[src/rtl/tlqp_pkg.sv]
// Package for the two-link quaternion position block: widths, item types and register codes.
`timescale 1ns / 1ps

package tlqp_pkg;

    // Fixed field widths.
    localparam int QUAT_W      = 16;
    localparam int LEN_W       = 16;
    localparam int POS_WIDTH   = 24;
    localparam int CFG_DATA_W  = 2 * POS_WIDTH;
    localparam int CFG_IDX_W   = 3;

    // Pipeline depth of each part, used for the valid line.
    localparam int LANE_STAGES  = 4;
    localparam int MERGE_STAGES = 2;

    // Configuration register indexes.
    typedef enum logic [CFG_IDX_W-1:0] {
        CFG_START_X      = 3'd0,
        CFG_START_Y      = 3'd1,
        CFG_START_Z      = 3'd2,
        CFG_ARM_LENGTHS  = 3'd3,
        CFG_BOUNDS_X     = 3'd4,
        CFG_BOUNDS_Y     = 3'd5,
        CFG_BOUNDS_Z     = 3'd6,
        CFG_CLAMP_ENABLE = 3'd7
    } t_cfg_reg;

    // One input item: two quaternions.
    typedef struct packed {
        logic signed [QUAT_W-1:0] first_w;
        logic signed [QUAT_W-1:0] first_i;
        logic signed [QUAT_W-1:0] first_j;
        logic signed [QUAT_W-1:0] first_k;
        logic signed [QUAT_W-1:0] second_w;
        logic signed [QUAT_W-1:0] second_i;
        logic signed [QUAT_W-1:0] second_j;
        logic signed [QUAT_W-1:0] second_k;
    } t_in_item;

    // One result item: end position.
    typedef struct packed {
        logic signed [POS_WIDTH-1:0] end_x;
        logic signed [POS_WIDTH-1:0] end_y;
        logic signed [POS_WIDTH-1:0] end_z;
    } t_out_item;

    // Quaternion handed to one lane.
    typedef struct packed {
        logic signed [QUAT_W-1:0] w;
        logic signed [QUAT_W-1:0] i;
        logic signed [QUAT_W-1:0] j;
        logic signed [QUAT_W-1:0] k;
    } t_quat;

    // Per-axis settings handed to the merging stage.
    typedef struct packed {
        logic signed [POS_WIDTH-1:0] start;
        logic signed [POS_WIDTH-1:0] lo;
        logic signed [POS_WIDTH-1:0] hi;
    } t_axis_cfg;

endpackage

[src/rtl/tlqp_merge.sv]
// Merging stage: adds both arms to the start point, saturates and applies the bounds.
`timescale 1ns / 1ps

module tlqp_merge #(
    parameter int ARM_W = 23
) (
    input  logic                                  i_clk,
    input  logic                                  i_en,
    input  logic [2:0][ARM_W-1:0]                 i_arm_a,
    input  logic [2:0][ARM_W-1:0]                 i_arm_b,
    input  tlqp_pkg::t_axis_cfg [2:0]             i_axis_cfg,
    input  logic                                  i_clamp_en,
    output logic [2:0][tlqp_pkg::POS_WIDTH-1:0]   o_pos
);
    import tlqp_pkg::*;

    localparam int SUM_W = ((ARM_W > POS_WIDTH) ? ARM_W : POS_WIDTH) + 2;

    localparam logic signed [SUM_W-1:0] SAT_HI =
        {{(SUM_W-POS_WIDTH+1){1'b0}}, {(POS_WIDTH-1){1'b1}}};
    localparam logic signed [SUM_W-1:0] SAT_LO =
        {{(SUM_W-POS_WIDTH+1){1'b1}}, {(POS_WIDTH-1){1'b0}}};
    localparam logic signed [POS_WIDTH-1:0] POS_MAX = {1'b0, {(POS_WIDTH-1){1'b1}}};
    localparam logic signed [POS_WIDTH-1:0] POS_MIN = {1'b1, {(POS_WIDTH-1){1'b0}}};

    logic signed [SUM_W-1:0]     n_sum [3];
    logic signed [SUM_W-1:0]     r_sum [3];
    logic signed [POS_WIDTH-1:0] n_sat [3];
    logic signed [POS_WIDTH-1:0] n_pos [3];
    logic [POS_WIDTH-1:0]        r_pos [3];

    // Exact sum of start point and both arms, one adder chain per axis.
    always_comb begin
        for (int n = 0; n < 3; n++) begin
            n_sum[n] = SUM_W'(i_axis_cfg[n].start)
                     + SUM_W'($signed(i_arm_a[n]))
                     + SUM_W'($signed(i_arm_b[n]));
        end
    end

    always_ff @(posedge i_clk) begin
        if (i_en) begin
            for (int n = 0; n < 3; n++) begin
                r_sum[n] <= n_sum[n];
            end
        end
    end

    // Saturate to the position range, then limit to the bounds if enabled.
    always_comb begin
        for (int n = 0; n < 3; n++) begin
            if (r_sum[n] > SAT_HI) begin
                n_sat[n] = POS_MAX;
            end else if (r_sum[n] < SAT_LO) begin
                n_sat[n] = POS_MIN;
            end else begin
                n_sat[n] = r_sum[n][POS_WIDTH-1:0];
            end
            n_pos[n] = n_sat[n];
            if (i_clamp_en) begin
                if (n_sat[n] < i_axis_cfg[n].lo) begin
                    n_pos[n] = i_axis_cfg[n].lo;
                end else if (n_sat[n] > i_axis_cfg[n].hi) begin
                    n_pos[n] = i_axis_cfg[n].hi;
                end
            end
        end
    end

    always_ff @(posedge i_clk) begin
        if (i_en) begin
            for (int n = 0; n < 3; n++) begin
                r_pos[n] <= n_pos[n];
            end
        end
    end

    assign o_pos[0] = r_pos[0];
    assign o_pos[1] = r_pos[1];
    assign o_pos[2] = r_pos[2];

endmodule

[config.mk]
export PLATFORM = sky130hd
export DESIGN_NAME = tlqp_merge
export DESIGN_NICKNAME = d
export VERILOG_FILES = /design/src/rtl/tlqp_pkg.sv /design/src/rtl/tlqp_merge.sv
export SDC_FILE = /design/constraint.sdc
export NUM_CORES = 1
export LEC_CHECK = 0
export BUFFER_PORTS_ARGS = -buffer_cell sky130_fd_sc_hd__buf_2
export CAP_MARGIN = 20
export CORE_ASPECT_RATIO = 1.25
export CORE_MARGIN = 5
export CORE_UTILIZATION = 44
export CTS_CLUSTER_DIAMETER = 80
export CTS_CLUSTER_SIZE = 25
export DETAILED_ROUTE_END_ITERATION = 10
export PLACE_DENSITY = 0.72
export SETUP_SLACK_MARGIN = 0.3
export SLEW_MARGIN = 40
export SYNTH_ARGS = -nofsm -noshare
export SYNTH_HDL_FRONTEND = slang
export SYNTH_SLANG_ARGS = --single-unit
[constraint.sdc]
create_clock -name i_clk -period 4.87 [get_ports i_clk]
set_input_delay 0.487 -clock i_clk [delete_from_list [all_inputs] [get_ports i_clk]]
set_output_delay 0.487 -clock i_clk [all_outputs]
set_load 0.02 [all_outputs]
# ---- Word-level counts from Yosys, hierarchy flattened
# Memories as Yosys holds them, arrays and structs flattened.
# Index checks and enable logic that the tools add are counted.
dict set report totals {
  reg_bits 0
  mem_bits_rw 150
  inputBits 357
  out_inout_bits 72
  word_cells 37
  memories 2
}
# memory words width read_ports rd_ports_with_merged_regs wr line_no
set memory_table {}
lappend memory_table {r_sum 3 26 3 0 3 tlqp_merge.sv:27} ;# logic signed [SUM_W-1:0] r_sum [3];
lappend memory_table {r_pos 3 24 3 0 3 tlqp_merge.sv:30} ;# logic [POS_WIDTH-1:0] r_pos [3];
dict set report classes {
  add_sub_neg 6
  n_lt_le_gt_ge 12
  mux 17
}
# op n
set ops {}
lappend ops {{two-way mux 24 bit} 15}
lappend ops {{adder 25 x 23 -> 26 bit} 3}
lappend ops {{> comparator 26 x 24 -> 1 bit (second input constant)} 3}
lappend ops {{less-than comparator 26 x 24 -> 1 bit (second input constant)} 3}
lappend ops {{adder 24 x 23 -> 25 bit} 3}
lappend ops {{> comparator 24 bit} 3}
lappend ops {{less-than comparator 24 bit} 3}
lappend ops {{two-way mux 1 bit} 2}

# ---- Depth between registers and ports, before layout
# Gate-level depths: netlist of run 1.
dict set report depth {
  ltp_word 7
  mapped_depth 15
  mapped_depth_nobuf 13
}

# ---- Worst setup path before layout of run 1
# No wires, ideal clock.
dict set report synth_path {
  kind {register to register}
  startpoint {memory r_sum[0][25] in the netlist's numbering}
  endpoint {memory r_pos[0][14], data pin}
  setup_ns 0.261
  t_arrival_ns 3.293
  required_ns 4.609
  slack_ns 1.316
  stages_incl_launch_ff 14
  n_path_buf 3
  period_less_slack_ns 3.554
  path_cell_list {edfxtp_1 -> a21boi_0 -> clkbuf_1 -> nor2_1 -> ha_1 -> a211o_1 -> or3_1 -> o21bai_1 -> o211ai_1 -> a311o_1 -> nor2b_1 -> buf_6 -> buf_6 -> a221o_1}
}
# item line_no
set synth_lines {}
lappend synth_lines {{start: declaration} tlqp_merge.sv:27}
lappend synth_lines {{end: declaration} tlqp_merge.sv:30}

==> results.json, run 1 <==
{
  "num_rows": 78,
  "finish.utilization": 0.533,
  "drt_first_pass_iters": 7,
  "synthTopCellsByArea": "edfxtp_1 28%, ha_1 17%, fa_1 9.4%, inv_1 5.3%, nor2_1 5.1%",
  "grt_max_degree": 94,
  "chipHeight_um": 223,
  "layout-drive-gt1-share": 0.225,
  "p_seq_frac": 0.258,
  "grt_use_total": 0.242,
  "clk_pin_slew_worst_paths_ns": 0.06,
  "grt_antenna_before_repair": 9,
  "cts_tree": "done",
  "routed_wl_um": 50400,
  "place_congestion": 0.971,
  "finalHoldWorstSlack_ns": 0.358,
  "post-route-min-period_ns": 4.16,
  "yosys.area.top_type_share": 0.281,
  "switchingPower_mw": 3.70,
  "path_class": "reg -> reg",
  "clkLatencyLatePin_ns": 0.45,
  "synth_cell_types": 67,
  "final_area_mm2": 0.0192,
  "fillers": 3367,
  "tightest_slew_ns": 0.841,
  "grt_overflow": 0,
  "grt_pass1_vias": 15292,
  "nets": 2789,
  "syn_area_mm2": 0.0160,
  "post_cts_buffers": 0,
  "swShare": 0.440,
  "core_mm2": 0.0361,
  "yosysTopAreaCell": "edfxtp_1",
  "outcome": "completed",
  "ant_nets": 0,
  "start_util": 0.444,
  "p_int_mw": 4.72,
  "syn_nets": 2394,
  "synth_edf_count": 150,
  "multi_input_area_mm2": 0.0104,
  "cp-end-kind": "register",
  "tns_ns": 0,
  "crit_slowest_cell": "o21ai_1",
  "num_vias": 15171,
  "place_area_mm2": 0.0186,
  "cts_hold_buf": 0,
  "hold_path_class": "in -> reg",
  "io_pins": 429,
  "cts_buffers": 17,
  "hpwl_um": 41800,
  "arrival_ns": 4.40,
  "fin_skew_ns": 0.0121,
  "seq_area_mm2": 0.00450,
  "port-buffer-count": 428,
  "dieArea_mm2": 0.0404,
  "cp_max_fo": 23,
  "synthFlopType": "edfxtp_1",
  "dp_slack_ns": 0.778,
  "synth-seq-cells": 150,
  "avgRoutedWirePerCell_um": 19.1,
  "drt_iter0_drc": 1327,
  "rsz0062_at_grt": "false",
  "synth_common_cells": "227 x inv_1, 216 x nor2_1, 213 x ha_1, 150 x edfxtp_1, 76 x a21oi_1",
  "async_flop_share": 0,
  "worstPathRequired_ns": 5.11,
  "fin_crit_sh": 0.853,
  "ctsHtreeMaxLevel": 4,
  "hold_viol": 0,
  "clkPwrFrac": 0.161,
  "die_x_um": 181,
  "clock_sinks": 150,
  "critical-path-max-stage-delay_ns": 0.62,
  "p_comb_frac": 0.581,
  "fmax_mhz": 241,
  "r2r-start": "r_sum[0][77]",
  "drv_slew": 0,
  "path_cells": "o21ba_2 -> nor2_1 -> nor2_1 -> ha_1 -> a21o_1 -> a21o_1 -> a21oi_1 -> o21ai_1 -> o21ai_1 -> buf_4 -> a2111oi_0 -> nor3_1",
  "syn_to_final_growth_pct": 20.0,
  "ir_drop_mv": 0.280,
  "synth_seq_area_share": 0.281,
  "holdPathStages": 2,
  "synth_most_common_cell": "inv_1",
  "min-delay-start": "i_axis_cfg[20]",
  "cp-start-kind": "register",
  "p_leak_nw": 9.23,
  "reg2reg_depth": 12,
  "slew_headroom": 0.439,
  "ctsResizeCount": 0,
  "reg2reg_to": "r_pos[0][48]",
  "min_to": "r_pos[0][20]",
  "netlist_instances": 1749,
  "drc": 0,
  "clock_path_buffers": 2,
  "setup_ws_ns": 0.714,
  "root_buffer": "clkbuf_16",
  "viasPerCell": 5.75,
  "maxCapViolCount": 0,
  "setup-violations-final": 0,
  "syn_avg_cell_area_um2": 9.16,
  "r2r_setup_slack_ns": 0.71,
  "ys_warn_count": 0,
  "power_density_mw_per_mm2": 438,
  "grt_pass1_wl_um": 78600
}
[state kept, by name, summed over array words and instances, names as in the netlist]
signal,flops
r_sum,78
r_pos,72
[layer usage]
| layer | GRT usage | part of all wire | up-vias |
|---|---|---|---|
| li1 | - | - | 7243 |
| met1 | 0.285 | 0.39 | 7091 |
| met5 | 0 | 0.0016 | - |
| met2 | 0.419 | 0.49 | 686 |
| met3 | 0.0625 | 0.078 | 137 |
| met4 | 0.100 | 0.041 | 14 |
[worst max path at each step]
stage | from | endpoint | slack [ns] | cells after the start
3_3_place_gp | r_sum[0][77] | r_pos[0][66] | 0.82 | 12
6_report | r_sum[0][77] | r_pos[0][48] | 0.71 | 12
4_1_cts | r_sum[0][25] | r_pos[0][8] | 0.76 | 13
3_5_place_dp | r_sum[0][51] | r_pos[0][46] | 0.78 | 12
2_1_floorplan | r_sum[0][25] | r_pos[0][14] | 1.32 | 13
5_1_grt | r_sum[0][25] | r_pos[0][0] | 0.42 | 13
[cells by family after synthesis]
kind of cell / share of synthesized area
buffers and inverters: 0.0720
AND/OR/NAND/NOR: 0.134
adder cells (fa/ha/maj): 0.260
flip-flops: 0.281
AO/OA/AOI/OAI: 0.223
multiplexers: 0.000624
XOR/XNOR: 0.0295
[power groups by stage]
stage                     combinational [mW]  sequential [mW]  clock, mW
after floorplan                         3.13             2.42          0
after global placement                  4.71             2.20          0
after detailed placement                4.81             2.20          0
after CTS                               4.84             2.18       1.38
after global routing                    5.43             2.21       1.43
final                                   4.89             2.18       1.36
[area by class of cell]
class                           instances  share of cell area
Clock buffer                           17              0.0221
Inverter                              228              0.0446
Clock inverter                         14             0.00832
Sequential cell                       150               0.234
Timing Repair Buffer                  448               0.120
Multi-Input combinational cell       1299               0.539
Antenna cell                            2            0.000260
Tap cell                              480              0.0312
[worst max-delay path: cells and delay by family (launching register included)]
family	cells	cell delay [ns]
and+or+nand+nor	3	0.68
buffers and inverters	1	0.37
DFF	1	0.51
adders and majority gates	1	0.32
AOI/OAI and AO/OA	7	2.05
[metrics by stage]
stage | power (mW) | instances
floorplan | 5.55 | 1749
CTS | 8.40 | 2636
detailed placement | 7.01 | 2605
finish | 8.42 | 2638
global route | 9.07 | 2637
global placement | 6.91 | 2605
[placed cells by master, fill, tap and decap left out, types with 6 or more instances in the layout]
cell       count
buf_2        427
inv_1        227
nor2_1       216
ha_1         213
edfxtp_1     150
a21oi_1       76
fa_1          75
nand3_1       68
o211ai_1      62
o21ai_0       53
nand2_1       46
a21o_1        42
xnor2_1       39
a31oi_1       35
o2111ai_1     29
a211o_1       28
a221o_1       25
nand4_1       24
a32oi_1       22
buf_4         18
and3_1        17
clkbuf_16     17
o21bai_1      16
nor2b_1       16
xor2_1        15
nor3_1        15
o21ai_1       15
a211oi_1      14
o21a_1        13
nand2b_1      11
or3_1          9
and4_1         9
a221oi_1       8
and2_1         7
a31o_1         7
o31ai_1        6
Power figures use the tool's default switching activity.
==> inputs of run 2 (changes only) <==
--- a/config.mk
+++ b/config.mk
@@ -5,7 +5,7 @@
 export SDC_FILE = /design/constraint.sdc
 export NUM_CORES = 1
 export LEC_CHECK = 0
-export BUFFER_PORTS_ARGS = -buffer_cell sky130_fd_sc_hd__buf_2
+export BUFFER_PORTS_ARGS = -buffer_cell sky130_fd_sc_hd__buf_4
 export CAP_MARGIN = 20
 export CORE_ASPECT_RATIO = 1.25
 export CORE_MARGIN = 5
@@ -14,6 +14,7 @@
 export CTS_CLUSTER_SIZE = 25
 export DETAILED_ROUTE_END_ITERATION = 10
 export PLACE_DENSITY = 0.72
+export REMOVE_ABC_BUFFERS = 1
 export SETUP_SLACK_MARGIN = 0.3
 export SLEW_MARGIN = 40
 export SYNTH_ARGS = -nofsm -noshare
==> results.json, run 2 (synthesis results as in run 1) <==
{
  "final_cell_mix": "447 x buf_4, 227 x inv_1, 216 x nor2_1, 213 x ha_1, 150 x edfxtp_1",
  "arrival_ns": 4.17,
  "swShare": 0.436,
  "setup-violations-final": 0,
  "maxCapViolCount": 0,
  "cp-end-kind": "register",
  "clock_sinks": 150,
  "drt_first_pass_iters": 5,
  "ctsHtreeMaxLevel": 4,
  "post-route-min-period_ns": 4.00,
  "drv_slew": 0,
  "clock_path_buffers": 2,
  "regMostFlops": "r_sum",
  "reg_top3": "r_sum x78, r_pos x72",
  "fin_skew_ns": 0.0157,
  "hpwl_um": 42700,
  "grt_pass1_wl_um": 81600,
  "num_rows": 78,
  "r2r_setup_slack_ns": 0.87,
  "critPathBufInv": 2,
  "crit_slowest_cell": "edfxtp_1",
  "final_area_mm2": 0.0203,
  "hold_viol": 0,
  "setup_ws_ns": 0.872,
  "clk_pin_slew_worst_paths_ns": 0.07,
  "die_x_um": 181,
  "place_area_mm2": 0.0197,
  "io_pins": 429,
  "post_cts_buffers": 0,
  "outcome": "completed",
  "p_seq_frac": 0.259,
  "min_to": "r_pos[0][1]",
  "path_class": "reg -> reg",
  "p_leak_nw": 9.56,
  "switchingPower_mw": 3.73,
  "port-buffer-count": 428,
  "root_buffer": "clkbuf_16",
  "power_density_mw_per_mm2": 422,
  "path_cells": "nor2_1 -> buf_4 -> nor2_1 -> nor2_1 -> ha_1 -> a211o_1 -> or3_1 -> o21bai_1 -> o211ai_1 -> a311o_1 -> nor2b_1 -> buf_4 -> a221o_1",
  "p_int_mw": 4.83,
  "reg2reg_to": "r_pos[0][7]",
  "finalHoldWorstSlack_ns": 0.374,
  "min-delay-start": "i_axis_cfg[1]",
  "clkPwrFrac": 0.148,
  "drt_iter0_drc": 1088,
  "avgRoutedWirePerCell_um": 19.9,
  "worstPathRequired_ns": 5.04,
  "mostFrequentLayoutCell": "buf_4",
  "grt_antenna_before_repair": 3,
  "r2r-start": "r_sum[0][25]",
  "clkLatencyLatePin_ns": 0.44,
  "place_congestion": 0.917,
  "instances_no_fill": 2641,
  "power_mw": 8.56,
  "routed_wl_um": 52400,
  "critical-path-max-stage-delay_ns": 0.49,
  "path_delay_family": "compound AO/OA/AOI/OAI gates",
  "cp_max_fo": 24,
  "start_util": 0.444,
  "core_mm2": 0.0361,
  "place_inst": 2607,
  "cts_buffers": 17,
  "fin_crit_sh": 0.821,
  "fillers": 3266,
  "ant_nets": 0,
  "grt_max_degree": 85,
  "grt_overflow": 0,
  "ctsResizeCount": 0,
  "cpMostUsedCell": "nor2_1",
  "layout-drive-gt1-share": 0.226,
  "holdPathStages": 2,
  "drc": 0,
  "tightest_slew_ns": 0.930,
  "syn_to_final_growth_pct": 26.5,
  "viasPerCell": 5.75,
  "cts_tree": "done",
  "fmax_mhz": 250,
  "hold_path_class": "in -> reg",
  "grt_use_total": 0.250,
  "grt_pass1_vias": 15726,
  "dieArea_mm2": 0.0404,
  "rsz0062_at_grt": "false",
  "ir_drop_mv": 0.254,
  "cp-start-kind": "register",
  "reg2reg_depth": 13,
  "num_vias": 15181,
  "slew_headroom": 0.364,
  "chipHeight_um": 223,
  "p_comb_frac": 0.593,
  "cts_hold_buf": 0,
  "cp.depth": 13,
  "dp_slack_ns": 0.800,
  "nets": 2792,
  "largest_register_ffs": 78
}
## run 2: worst max-delay path by stage
stage / start / end
after floorplan: r_sum[0][25] / r_pos[0][10]
after global placement: i_arm_a[55] / r_sum[0][74]
after detailed placement: i_arm_a[55] / r_sum[0][70]
after CTS: r_sum[0][25] / r_pos[0][7]
after global routing: r_sum[0][25] / r_pos[0][7]
final: r_sum[0][25] / r_pos[0][7]
## run 2: through the flow
step | util | TNS, ns
after floorplan | - | -1.11
after global placement | 0.546 | 0
after detailed placement | 0.546 | 0
after CTS | 0.561 | 0
after global routing | 0.561 | 0
final | 0.562 | 0
## run 2: layer usage
metal | vias to the layer above | global-route usage | part of all wire
met3 | 94 | 0.0610 | 0.078
met5 | - | 0 | 0.00086
met1 | 7210 | 0.286 | 0.38
met2 | 637 | 0.456 | 0.51
li1 | 7234 | - | -
met4 | 6 | 0.0822 | 0.031
## run 2: cell type report
cell class	instances	area (um2)	share of cell area
clock buffers	20	437	0.0215
repair buffers	451	3400	0.168
inverters	228	858	0.0423
diodes	1	2.50	0.000123
flip-flops and latches	150	4500	0.222
well taps	480	601	0.0296
clock inverters	12	105	0.00518
multi-input cells	1299	10400	0.512
## run 2: power by group through the flow
| stage | clock network (mW) | logic (mW) | registers, mW |
|---|---|---|---|
| 2_1_floorplan | 0 | 3.01 | 2.42 |
| 3_3_place_gp | 0 | 4.89 | 2.24 |
| 3_5_place_dp | 0 | 5.02 | 2.23 |
| 4_1_cts | 1.29 | 5.05 | 2.22 |
| 5_1_grt | 1.35 | 5.63 | 2.25 |
| 6_report | 1.27 | 5.08 | 2.22 |
